[src/rtl/rmw_pkg.sv]
// ----------------------------------------------------------------------------
// rmw_pkg
// shared types and constants of the ring message writer
// ----------------------------------------------------------------------------
package rmw_pkg;

    localparam int RING_BYTES   = 4096;
    localparam int RING_W       = $clog2(RING_BYTES);
    localparam int PREFIX_BYTES = 4;
    localparam int POS_W        = 32;
    localparam int LEN_W        = 16;
    localparam int ADDR_W       = 12;
    localparam int BYTE_W       = 8;
    localparam int CNT_W        = 4;
    localparam int SUM_W        = 34;

    localparam int S_TDATA_W    = 56;
    localparam int M_TDATA_W    = 88;

    localparam int OUT_BYTE_LSB = ADDR_W;
    localparam int OUT_POS_LSB  = OUT_BYTE_LSB + BYTE_W;
    localparam int OUT_DROP_LSB = OUT_POS_LSB + POS_W;
    localparam int OUT_USED_W   = OUT_DROP_LSB + POS_W;

    typedef enum logic [1:0] {
        MODE_START = 2'd0,
        MODE_BYTE  = 2'd1,
        MODE_CLEAR = 2'd2
    } mode_t;

    typedef enum logic [1:0] {
        KIND_STORE   = 2'd0,
        KIND_PUBLISH = 2'd1,
        KIND_DROP    = 2'd2
    } kind_t;

    typedef enum logic [1:0] {
        TAIL_NONE    = 2'd0,
        TAIL_PUBLISH = 2'd1,
        TAIL_DROP    = 2'd2
    } tail_t;

    typedef logic [RING_W-1:0] ring_off_t;

    typedef struct packed {
        mode_t              mode;
        logic [LEN_W-1:0]   msg_len;
        logic [POS_W-1:0]   read_position;
        logic [BYTE_W-1:0]  data_byte;
    } item_t;

    // results of one item: marker stores, then prefix or payload stores, then tail
    typedef struct packed {
        tail_t              tail;
        logic [2:0]         n_a;
        logic [2:0]         n_b;
        ring_off_t          base_a;
        ring_off_t          base_b;
        logic [POS_W-1:0]   word_a;
        logic [POS_W-1:0]   word_b;
        logic [POS_W-1:0]   pub_pos;
        logic [POS_W-1:0]   drop_total;
    } plan_t;

endpackage

[src/rtl/rmw_planner.sv]
// ----------------------------------------------------------------------------
// rmw_planner
// producer state and per-item result plan (space check, wrap, prefix, payload)
// ----------------------------------------------------------------------------
module rmw_planner
    import rmw_pkg::*;
(
    input  logic              aclk,
    input  logic              aresetn,
    input  logic              take,
    input  item_t             item,
    input  logic [POS_W-1:0]  padding_marker,
    output plan_t             plan
);

    logic [POS_W-1:0] wp_reg, wp_next;
    logic [POS_W-1:0] dc_reg, dc_next;
    logic [LEN_W-1:0] bl_reg, bl_next;
    ring_off_t        po_reg, po_next;
    logic             im_reg, im_next;

    logic [SUM_W-1:0] needed, used, gap, used2;
    ring_off_t        offset, base_b;
    logic             no_room1, no_room2, straddle;
    logic [POS_W-1:0] wp_wrap, wp_pref, wp_inc, dc_inc, span1, span2;
    logic [LEN_W-1:0] bl_dec;
    logic [2:0]       n_marker;

    assign needed   = SUM_W'(item.msg_len) + SUM_W'(PREFIX_BYTES);
    assign span1    = wp_reg - item.read_position;
    assign used     = SUM_W'(span1);
    assign offset   = wp_reg[RING_W-1:0];
    assign gap      = SUM_W'(RING_BYTES) - SUM_W'(offset);
    assign no_room1 = (used + needed) > SUM_W'(RING_BYTES);
    assign straddle = (SUM_W'(offset) + needed) > SUM_W'(RING_BYTES);
    assign wp_wrap  = wp_reg + gap[POS_W-1:0];
    assign span2    = wp_wrap - item.read_position;
    assign used2    = SUM_W'(span2);
    assign no_room2 = (used2 + needed) > SUM_W'(RING_BYTES);
    assign dc_inc   = (dc_reg == '1) ? dc_reg : dc_reg + POS_W'(1);
    assign n_marker = (gap >= SUM_W'(4)) ? 3'd4 : gap[2:0];
    assign base_b   = straddle ? '0 : offset;
    assign wp_pref  = (straddle ? wp_wrap : wp_reg) + POS_W'(PREFIX_BYTES);
    assign wp_inc   = wp_reg + POS_W'(1);
    assign bl_dec   = bl_reg - LEN_W'(1);

    always_comb begin
        wp_next = wp_reg;
        dc_next = dc_reg;
        bl_next = bl_reg;
        po_next = po_reg;
        im_next = im_reg;
        plan    = '0;
        plan.tail = TAIL_NONE;
        case (item.mode)
            MODE_START: begin
                if (!im_reg) begin
                    if (no_room1) begin
                        dc_next   = dc_inc;
                        plan.tail = TAIL_DROP;
                    end else begin
                        if (straddle) begin
                            plan.n_a    = n_marker;
                            plan.base_a = offset;
                            plan.word_a = padding_marker;
                            wp_next     = wp_wrap;
                        end
                        if (straddle && no_room2) begin
                            dc_next   = dc_inc;
                            plan.tail = TAIL_DROP;
                        end else begin
                            plan.n_b    = 3'd4;
                            plan.base_b = base_b;
                            plan.word_b = POS_W'(item.msg_len);
                            wp_next     = wp_pref;
                            if (item.msg_len == '0) begin
                                plan.tail    = TAIL_PUBLISH;
                                plan.pub_pos = wp_pref;
                            end else begin
                                im_next = 1'b1;
                                bl_next = item.msg_len;
                                po_next = base_b + RING_W'(PREFIX_BYTES);
                            end
                        end
                    end
                end
            end
            MODE_BYTE: begin
                if (im_reg) begin
                    plan.n_b    = 3'd1;
                    plan.base_b = po_reg;
                    plan.word_b = POS_W'(item.data_byte);
                    po_next     = po_reg + RING_W'(1);
                    wp_next     = wp_inc;
                    bl_next     = bl_dec;
                    if (bl_dec == '0) begin
                        im_next      = 1'b0;
                        plan.tail    = TAIL_PUBLISH;
                        plan.pub_pos = wp_inc;
                    end
                end
            end
            MODE_CLEAR: begin
                wp_next = '0;
                dc_next = '0;
                bl_next = '0;
                po_next = '0;
                im_next = 1'b0;
            end
            default: begin
            end
        endcase
        plan.drop_total = dc_next;
    end

    always_ff @(posedge aclk) begin
        if (!aresetn) begin
            wp_reg <= '0;
            dc_reg <= '0;
            bl_reg <= '0;
            po_reg <= '0;
            im_reg <= 1'b0;
        end else if (take) begin
            wp_reg <= wp_next;
            dc_reg <= dc_next;
            bl_reg <= bl_next;
            po_reg <= po_next;
            im_reg <= im_next;
        end
    end

endmodule

[src/rtl/rmw_emitter.sv]
// ----------------------------------------------------------------------------
// rmw_emitter
// holds one result plan; results leave the output register one per unstalled cycle
// ----------------------------------------------------------------------------
module rmw_emitter
    import rmw_pkg::*;
(
    input  logic                  aclk,
    input  logic                  aresetn,
    input  logic                  plan_valid,
    input  plan_t                 plan_in,
    output logic                  plan_ready,
    output logic                  m_tvalid,
    input  logic                  m_tready,
    output logic [M_TDATA_W-1:0]  m_tdata,
    output logic [1:0]            m_tuser,
    output logic                  m_tlast
);

    logic                  busy_reg, busy_next;
    logic [CNT_W-1:0]      idx_reg, idx_next;
    plan_t                 plan_reg, plan_next;
    logic                  m_tvalid_reg, m_tvalid_next;
    logic [M_TDATA_W-1:0]  m_tdata_reg, m_tdata_next;
    logic [1:0]            m_tuser_reg, m_tuser_next;
    logic                  m_tlast_reg, m_tlast_next;

    logic                  out_load, at_last;
    logic [CNT_W-1:0]      cnt_reg, cnt_in, sub;
    kind_t                 kind;
    logic [ADDR_W-1:0]     addr;
    logic [BYTE_W-1:0]     byte_val;
    logic [POS_W-1:0]      pos;

    function automatic logic [CNT_W-1:0] count_of(input plan_t p);
        logic [CNT_W-1:0] c;
        c = CNT_W'(p.n_a) + CNT_W'(p.n_b);
        if (p.tail != TAIL_NONE) c = c + CNT_W'(1);
        return c;
    endfunction

    assign cnt_reg    = count_of(plan_reg);
    assign cnt_in     = count_of(plan_in);
    assign at_last    = (idx_reg == cnt_reg - CNT_W'(1));
    assign out_load   = !m_tvalid_reg || m_tready;
    assign plan_ready = !busy_reg || (out_load && at_last);
    assign sub        = idx_reg - CNT_W'(plan_reg.n_a);

    // result at the current index
    always_comb begin
        kind     = KIND_STORE;
        addr     = '0;
        byte_val = '0;
        pos      = '0;
        if (idx_reg < CNT_W'(plan_reg.n_a)) begin
            addr     = ADDR_W'(plan_reg.base_a + RING_W'(idx_reg[1:0]));
            byte_val = plan_reg.word_a[{idx_reg[1:0], 3'b000} +: BYTE_W];
        end else if (idx_reg < CNT_W'(plan_reg.n_a) + CNT_W'(plan_reg.n_b)) begin
            addr     = ADDR_W'(plan_reg.base_b + RING_W'(sub[1:0]));
            byte_val = plan_reg.word_b[{sub[1:0], 3'b000} +: BYTE_W];
        end else if (plan_reg.tail == TAIL_PUBLISH) begin
            kind = KIND_PUBLISH;
            pos  = plan_reg.pub_pos;
        end else begin
            kind = KIND_DROP;
        end
    end

    always_comb begin
        busy_next     = busy_reg;
        idx_next      = idx_reg;
        plan_next     = plan_reg;
        m_tvalid_next = m_tvalid_reg;
        m_tdata_next  = m_tdata_reg;
        m_tuser_next  = m_tuser_reg;
        m_tlast_next  = m_tlast_reg;
        if (out_load) begin
            m_tvalid_next = busy_reg;
            m_tdata_next  = {(M_TDATA_W - OUT_USED_W)'(0), plan_reg.drop_total, pos,
                             byte_val, addr};
            m_tuser_next  = kind;
            m_tlast_next  = at_last;
        end
        if (busy_reg && out_load) begin
            idx_next = idx_reg + CNT_W'(1);
            if (at_last) busy_next = 1'b0;
        end
        if (plan_valid && plan_ready && cnt_in != '0) begin
            busy_next = 1'b1;
            plan_next = plan_in;
            idx_next  = '0;
        end
    end

    always_ff @(posedge aclk) begin
        if (!aresetn) begin
            busy_reg     <= 1'b0;
            idx_reg      <= '0;
            m_tvalid_reg <= 1'b0;
        end else begin
            busy_reg     <= busy_next;
            idx_reg      <= idx_next;
            m_tvalid_reg <= m_tvalid_next;
        end
    end

    always_ff @(posedge aclk) begin
        plan_reg    <= plan_next;
        m_tdata_reg <= m_tdata_next;
        m_tuser_reg <= m_tuser_next;
        m_tlast_reg <= m_tlast_next;
    end

    assign m_tvalid = m_tvalid_reg;
    assign m_tdata  = m_tdata_reg;
    assign m_tuser  = m_tuser_reg;
    assign m_tlast  = m_tlast_reg;

endmodule

[src/rtl/ring_message_writer_top.sv]
// ----------------------------------------------------------------------------
// ring_message_writer_top
// producer side of a byte ring holding length-prefixed messages
// ----------------------------------------------------------------------------
// path: an accepted item passes the input register and the emitter plan register, in
//   that order, before its first result leaves the output register
// throughput: one payload item per cycle unless the output stalls or a publish is due;
//   start items give up to nine results at that rate, set by the single output register
// reset: synchronous active low, clears positions, drop count and all valids;
//   padding marker returns to all ones
module ring_message_writer_top
    import rmw_pkg::*;
(
    input  logic                  aclk,
    input  logic                  aresetn,
    input  logic                  s_tvalid,
    output logic                  s_tready,
    input  logic [S_TDATA_W-1:0]  s_tdata,   // msg_len, read_position, data_byte
    input  logic [1:0]            s_tuser,   // mode
    output logic                  m_tvalid,
    input  logic                  m_tready,
    output logic [M_TDATA_W-1:0]  m_tdata,   // store_address, store_byte,
                                             // published_position, drop_total, zero pad
    output logic [1:0]            m_tuser,   // kind
    output logic                  m_tlast,
    input  logic                  cfg_valid,
    output logic                  cfg_ready,
    input  logic [POS_W-1:0]      cfg_data
);

    logic              in_valid_reg, in_valid_next;
    item_t             in_item_reg, in_item_next;
    logic [POS_W-1:0]  marker_reg, marker_next;
    logic              plan_ready, take;
    plan_t             plan;

    assign cfg_ready = 1'b1;
    assign s_tready  = !in_valid_reg || plan_ready;
    assign take      = in_valid_reg && plan_ready;

    always_comb begin
        in_valid_next = in_valid_reg;
        in_item_next  = in_item_reg;
        marker_next   = marker_reg;
        if (take) in_valid_next = 1'b0;
        if (s_tvalid && s_tready) begin
            in_valid_next = 1'b1;
            in_item_next  = '{mode:          mode_t'(s_tuser),
                              msg_len:       s_tdata[15:0],
                              read_position: s_tdata[47:16],
                              data_byte:     s_tdata[55:48]};
        end
        if (cfg_valid) marker_next = cfg_data;
    end

    always_ff @(posedge aclk) begin
        if (!aresetn) begin
            in_valid_reg <= 1'b0;
            marker_reg   <= '1;
        end else begin
            in_valid_reg <= in_valid_next;
            marker_reg   <= marker_next;
        end
    end

    always_ff @(posedge aclk) begin
        in_item_reg <= in_item_next;
    end

    rmw_planner u_planner (
        .aclk           (aclk),
        .aresetn        (aresetn),
        .take           (take),
        .item           (in_item_reg),
        .padding_marker (marker_reg),
        .plan           (plan)
    );

    rmw_emitter u_emitter (
        .aclk       (aclk),
        .aresetn    (aresetn),
        .plan_valid (take),
        .plan_in    (plan),
        .plan_ready (plan_ready),
        .m_tvalid   (m_tvalid),
        .m_tready   (m_tready),
        .m_tdata    (m_tdata),
        .m_tuser    (m_tuser),
        .m_tlast    (m_tlast)
    );

endmodule

[config.mk]
export PLATFORM = sky130hd
export DESIGN_NAME = ring_message_writer_top
export DESIGN_NICKNAME = d
export VERILOG_FILES = /design/src/rtl/rmw_pkg.sv /design/src/rtl/rmw_planner.sv /design/src/rtl/rmw_emitter.sv /design/src/rtl/ring_message_writer_top.sv
export SDC_FILE = /design/constraint.sdc
export NUM_CORES = 1
export LEC_CHECK = 0
export BUFFER_PORTS_ARGS = -buffer_cell sky130_fd_sc_hd__buf_2
export CORE_MARGIN = 10
export CORE_UTILIZATION = 62
export CTS_BUF_LIST = sky130_fd_sc_hd__clkbuf_4 sky130_fd_sc_hd__clkbuf_8 sky130_fd_sc_hd__clkbuf_16
export CTS_CLUSTER_DIAMETER = 100
export DETAILED_ROUTE_END_ITERATION = 8
export PLACE_DENSITY = 0.81
export SLEW_MARGIN = 30
export SYNTH_ARGS = -nofsm -noshare
export SYNTH_HDL_FRONTEND = slang
export SYNTH_SLANG_ARGS = --single-unit
[constraint.sdc]
create_clock -name aclk -period 13.3 [get_ports aclk]
set_input_delay 2.66 -clock aclk [delete_from_list [all_inputs] [get_ports aclk]]
set_output_delay 2.66 -clock aclk [all_outputs]
set_load 0.05 [all_outputs]
# == Word-level counts from Yosys, hierarchy flattened ==
# Cells that the tools add are included.
# word_totals
output_inout_bits,94
latchBits,0
mem_count,0
ff_bits,437
mem_bits_ro,0
ramBits,0
inputBits,95
word_cells,170
# classes
div,0
addsub,23
n_reduce_logical,31
shift,2
magnitude_cmp,6
mul,0
eq_ne,10
n_mux,67
n_bitwise,4
# ops
operator,count
$mux 32,12
$mux 12,11
$mux 128,1
$pmux 64 s2,1
$mux 126,1
$gt 34x13->1 const B,3
$pmux 32 s3,1
$mux 16,5
$add 32x34->34,2
$add 32x1->32 const B,2
$pmux 32 s2,1
$shiftx 32x6->8,2
$sub 32x32->32,2
$mux 48,1
$pmux 16 s3,1
$mux 40,1
$pmux 12 s3,1
$add 12x34->34,1
$ge 34x3->1 const B,1
$add 32x3->32 const B,1
$add 32x32->32,1
$eq 32x32->1 const B,1
$logic_not 16->1,2
$add 12x2->12,2
39 further kinds,86

# == Longest topological paths before layout ==
# logic_depth
depth_word,17
mapped_depth,44
depth_no_buf,40

# == Modules after synthesis ==
# A second synthesis with hierarchy kept.
# hier_totals
cells_unflattened,3488
area_unflattened_um2,31567.8
# modules_own_cells
module,cells_each,seq_area_each_um2,n_inst,area_per_inst_um2
rmw_planner,2777,1861.8,1,18884.4
rmw_emitter,541,7537.2,1,9724.3
ring_message_writer_top,170,2402.3,1,2959.1

# == Worst setup path after synthesis ==
# OpenSTA, ideal clock, no wires.
# synth_path
path_type,register to register
start,register u_planner.wp_reg[1]
end,"register u_emitter.plan_reg[0] (netlist bit), enable pin"
n_path_buf,3
t_arrival_ns,11.512
setup_ns,0.519
path_slack_ns,1.269
synth_period_minus_slack_ns,12.031
stages_incl_launch_ff,38
required_time_ns,12.781
path_cell_list,dfxtp_1 -> buf_2 -> or4_4 -> nor3_1 -> ha_1 -> xor2_1 -> nor2_1 -> a311o_1 -> a21boi_1 -> o21ai_0 -> xnor2_1 -> ha_1 -> and4_1 -> o21a_1 -> a21boi_0 -> nor2_1 -> xnor2_1 -> ha_1 -> (+2 left out) -> a221o_1 -> a31oi_1 -> mux2i_1 -> o221ai_1 -> a211oi_1 -> o2111ai_1 -> a211o_1 -> a211oi_1 -> a21oi_1 -> clkbuf_1 -> clkbuf_1 -> nor2_1 -> ha_1 -> and4_1 -> a41o_1 -> mux2_2 -> a21o_1 -> and2_1
# synth_lines
item,line,rtl
start: declaration,rmw_planner.sv:16,"logic [POS_W-1:0] wp_reg, wp_next;"
start signal: assignment,rmw_planner.sv:124,wp_reg <= wp_next;
end signal: assignment,rmw_emitter.sv:108,plan_reg <= plan_next;
end: declaration,rmw_emitter.sv:22,"plan_t plan_reg, plan_next;"

==> reports/metrics.yaml <==
synth-edff-count: 288
slowest_delay_ns: 0.74
die_width_um: 237.9
drive_gt1_share_pct: 11.92
antenna_cells: 0
seq_area_um2: 11290
met1_length_mm: 39.70
final_util_pct: 69.22
post_cts_buffers: 0
power_density_nw_per_um2: 123.7
ant_nets: 0
drtIter0Drc: 3394
ios: 189
first_pass_iters: 6
cts_tree: "done"
yosysTopAreaCell: "edfxtp_1"
hold_viol: 0
crit_arrival_ns: 11.86
max_slew_margin_pct: 33.53
clock_latency_ns: 0.61
die_area_um2: 56580
numClockSinks: 420
num_vias: 26970
top_layer_used: "met4"
wl_met3_mm: 10.36
crit_path_end_kind: "flop"
ys_seq_area_share_pct: 38.37
initial_core_util_pct: 62.94
slowest_stage: "and2_4"
drc: 0
dr_wl_met2_mm: 44.25
grt_pass1_wl_mm: 149.5
fin_worst_skew_ns: 0.03372
largest_reg_flops: 143
vias_per_cell: 6.838
ys_top_cells_by_area: "edfxtp_1, dfxtp_1, ha_1"
rsz0062_at_grt: "no"
timing.critical_path.mode_cell: "ha_1"
cp-start-kind: "flop"
synth.top_cell.area_share_pct: 29.39
grtUsageTotal_pct: 33.43
post-route-period-util_pct: 87.32
clkSlewWorstSetupHoldPaths_ns: 0.07
maxCapViolations: 0
worst-slew-pin-transition_ns: 0.9886
antenna_found_initial: 0
cp_max_fo: 81
fin_nets: 3555
yosys_most_used_dff: "edfxtp_1"
ctsHoldBuffers: 0
cts_made_buffers: 46
clock.fmax_mhz: 86.10
min_period_ns: 11.61
setup_viol: 0
rows: 79
clockBufferDepth: 3
crit_required_ns: 13.55
cts_root_buf: "clkbuf_16"
ctsResizeCount: 0
dp_hpwl_mm: 71.77
grt_pass1_vias: 25680
synthCells: 3222
netlist_area_um2: 29430
ys_ff_latch: 420
ir_drop_uv: 145.4
io_buffer_count: 183
core_area_um2: 46750
fillers: 3480
area_growth_pct: 9.975
path_class: "flop to flop"
fin_setup_tns_ns: 0
htreeDepth: 2
ys_types: 117
place.gp.congestion: 1.055
yosysWarnings: 0
die_h_um: 237.9
grt_overflow: 0
grt_start_max_net_pins: 82
drv_slew: 0
multi_input_area_um2: 16990
syn_avg_cell_area_um2: 9.133
async_flop_share_pct: 0
status: "complete, no violations"
routed_wl_mm: 98.25
detail_route.wl_per_cell_um: 24.90
power.static_leakage_nw: 12.29
hold_class: "flop to flop"
[power by group]
group          total (mW)  switching (mW)  internal, mW
logic                1.11           0.693         0.413
clock network        1.43           0.573         0.856
registers            1.47          0.0375          1.43
total                4.00            1.30          2.70
[cells in the mapped netlist, types with 10 or more instances]
| master | number |
|---|---|
| dfxtp_1 | 132 |
| mux2_2 | 11 |
| mux2i_1 | 79 |
| or4_1 | 10 |
| o21a_1 | 16 |
| a21oi_1 | 192 |
| nand2_1 | 331 |
| nand3_1 | 120 |
| a211oi_1 | 27 |
| or3_1 | 44 |
| o31ai_1 | 15 |
| buf_1 | 12 |
| or2_2 | 11 |
| nor2_1 | 231 |
| a311oi_1 | 12 |
| xor2_1 | 86 |
| a221oi_1 | 16 |
| o21ai_0 | 148 |
| clkbuf_1 | 134 |
| o21bai_1 | 14 |
| nor4_1 | 33 |
| o21ai_1 | 16 |
| and4_1 | 18 |
| nor3_1 | 71 |
| a21o_1 | 45 |
| a31oi_1 | 41 |
| inv_1 | 117 |
| nand4_1 | 60 |
| nand2b_1 | 23 |
| ha_1 | 151 |
| o221ai_1 | 10 |
| o22ai_1 | 43 |
| buf_2 | 29 |
| a22o_1 | 20 |
| o2111ai_1 | 13 |
| o211ai_1 | 33 |
| xnor2_1 | 141 |
| and2_1 | 106 |
| edfxtp_1 | 288 |
| and3_1 | 42 |
| nor2b_1 | 24 |
| o32ai_1 | 24 |
[layout make-up]
class                           count  area share (%)
Multi-Input combinational cell   2499           52.50
Sequential cell                   420           34.89
Clock buffer                       58           3.874
Timing Repair Buffer              216           3.642
Tap cell                          607           2.347
Clock inverter                     27           1.373
Inverter                          118           1.373
[per-layer routing]
metal,track usage [%],up-vias
met5,0,-
met4,13.38,0
met3,6.604,255
met2,52.63,1666
met1,44.70,12880
li1,-,12180
[worst max-delay path: cells and delay by family, from the launching register on]
kind            cells  cell delay [ns]
compound gates     16             3.82
simple gates        7             2.21
fa+ha+maj           5             1.71
xor+xnor            4             1.36
buf+inv             4             0.98
flops               1             0.73
mux                 1             0.22
[per-stage QoR]
stage	cell area, um2	hold WS (ns)	total power, mW	worst slack (ns)	std cells
2_1_floorplan	29440	0.4003	2.298	1.269	3225
3_3_place_gp	30640	0.4019	2.519	2.534	3860
3_5_place_dp	30660	0.4045	2.559	2.074	3860
4_1_cts	32350	0.4137	3.969	2.008	3945
5_1_grt	32360	0.4174	4.148	0.9363	3945
6_report	32360	0.4150	4.003	1.686	3945
[cell families (layout without fill, tap and decap cells)]
logic type                 Yosys count  after routing  share of synthesized area (%)
and+or+nand+nor                   1178           1178                          20.38
AOI/OAI and AO/OA                  830            830                          19.45
DFF                                420            420                          38.37
buffers and inverters              306            419                          4.201
xor gates and xnor gates           229            229                          6.888
adders and majority gates          159            159                          6.965
muxes                               98             98                          3.721
other                                2              5                        0.02552
[final timing paths]
| kind | start | to | slack [ns] | cells after the start |
|---|---|---|---|---|
| setup reg to reg | u_planner.wp_reg[1]$_SDFFE_PN0P_ | u_emitter.plan_reg[117]$_SDFFCE_PP0P_ | 1.69 | 37 |
| hold / removal | u_emitter.plan_reg[7]$_DFFE_PP_ | u_emitter.m_tdata[59]$_DFFE_PN_ | 0.42 | 0 |
| setup / recovery | u_planner.wp_reg[1]$_SDFFE_PN0P_ | u_emitter.plan_reg[117]$_SDFFCE_PP0P_ | 1.69 | 37 |
| hold reg to reg | u_emitter.plan_reg[7]$_DFFE_PP_ | u_emitter.m_tdata[59]$_DFFE_PN_ | 0.42 | 0 |
[layout by cell type (no fill, tap or decap), drive strengths merged, types with 14 or more instances in the layout]
cell,count
o2111ai,14
xor2,86
a31oi,43
ha,151
a21oi,194
nor4,34
nor2b,24
edfxtp,288
a22o,20
or2,15
nand2,331
o21a,16
nand4,63
nor3,77
inv,120
nand2b,23
clkbuf,58
dfxtp,132
buf,216
a221oi,19
o211ai,33
nand3,121
o32ai,24
xnor2,142
and2,107
and4,18
a211oi,32
and3,43
o31ai,15
mux2i,79
o22ai,43
or3,44
o21ai,165
a21o,45
nor2,232
o21bai,14
a311oi,14
No activity file was read; power rests on OpenSTA's default activity.
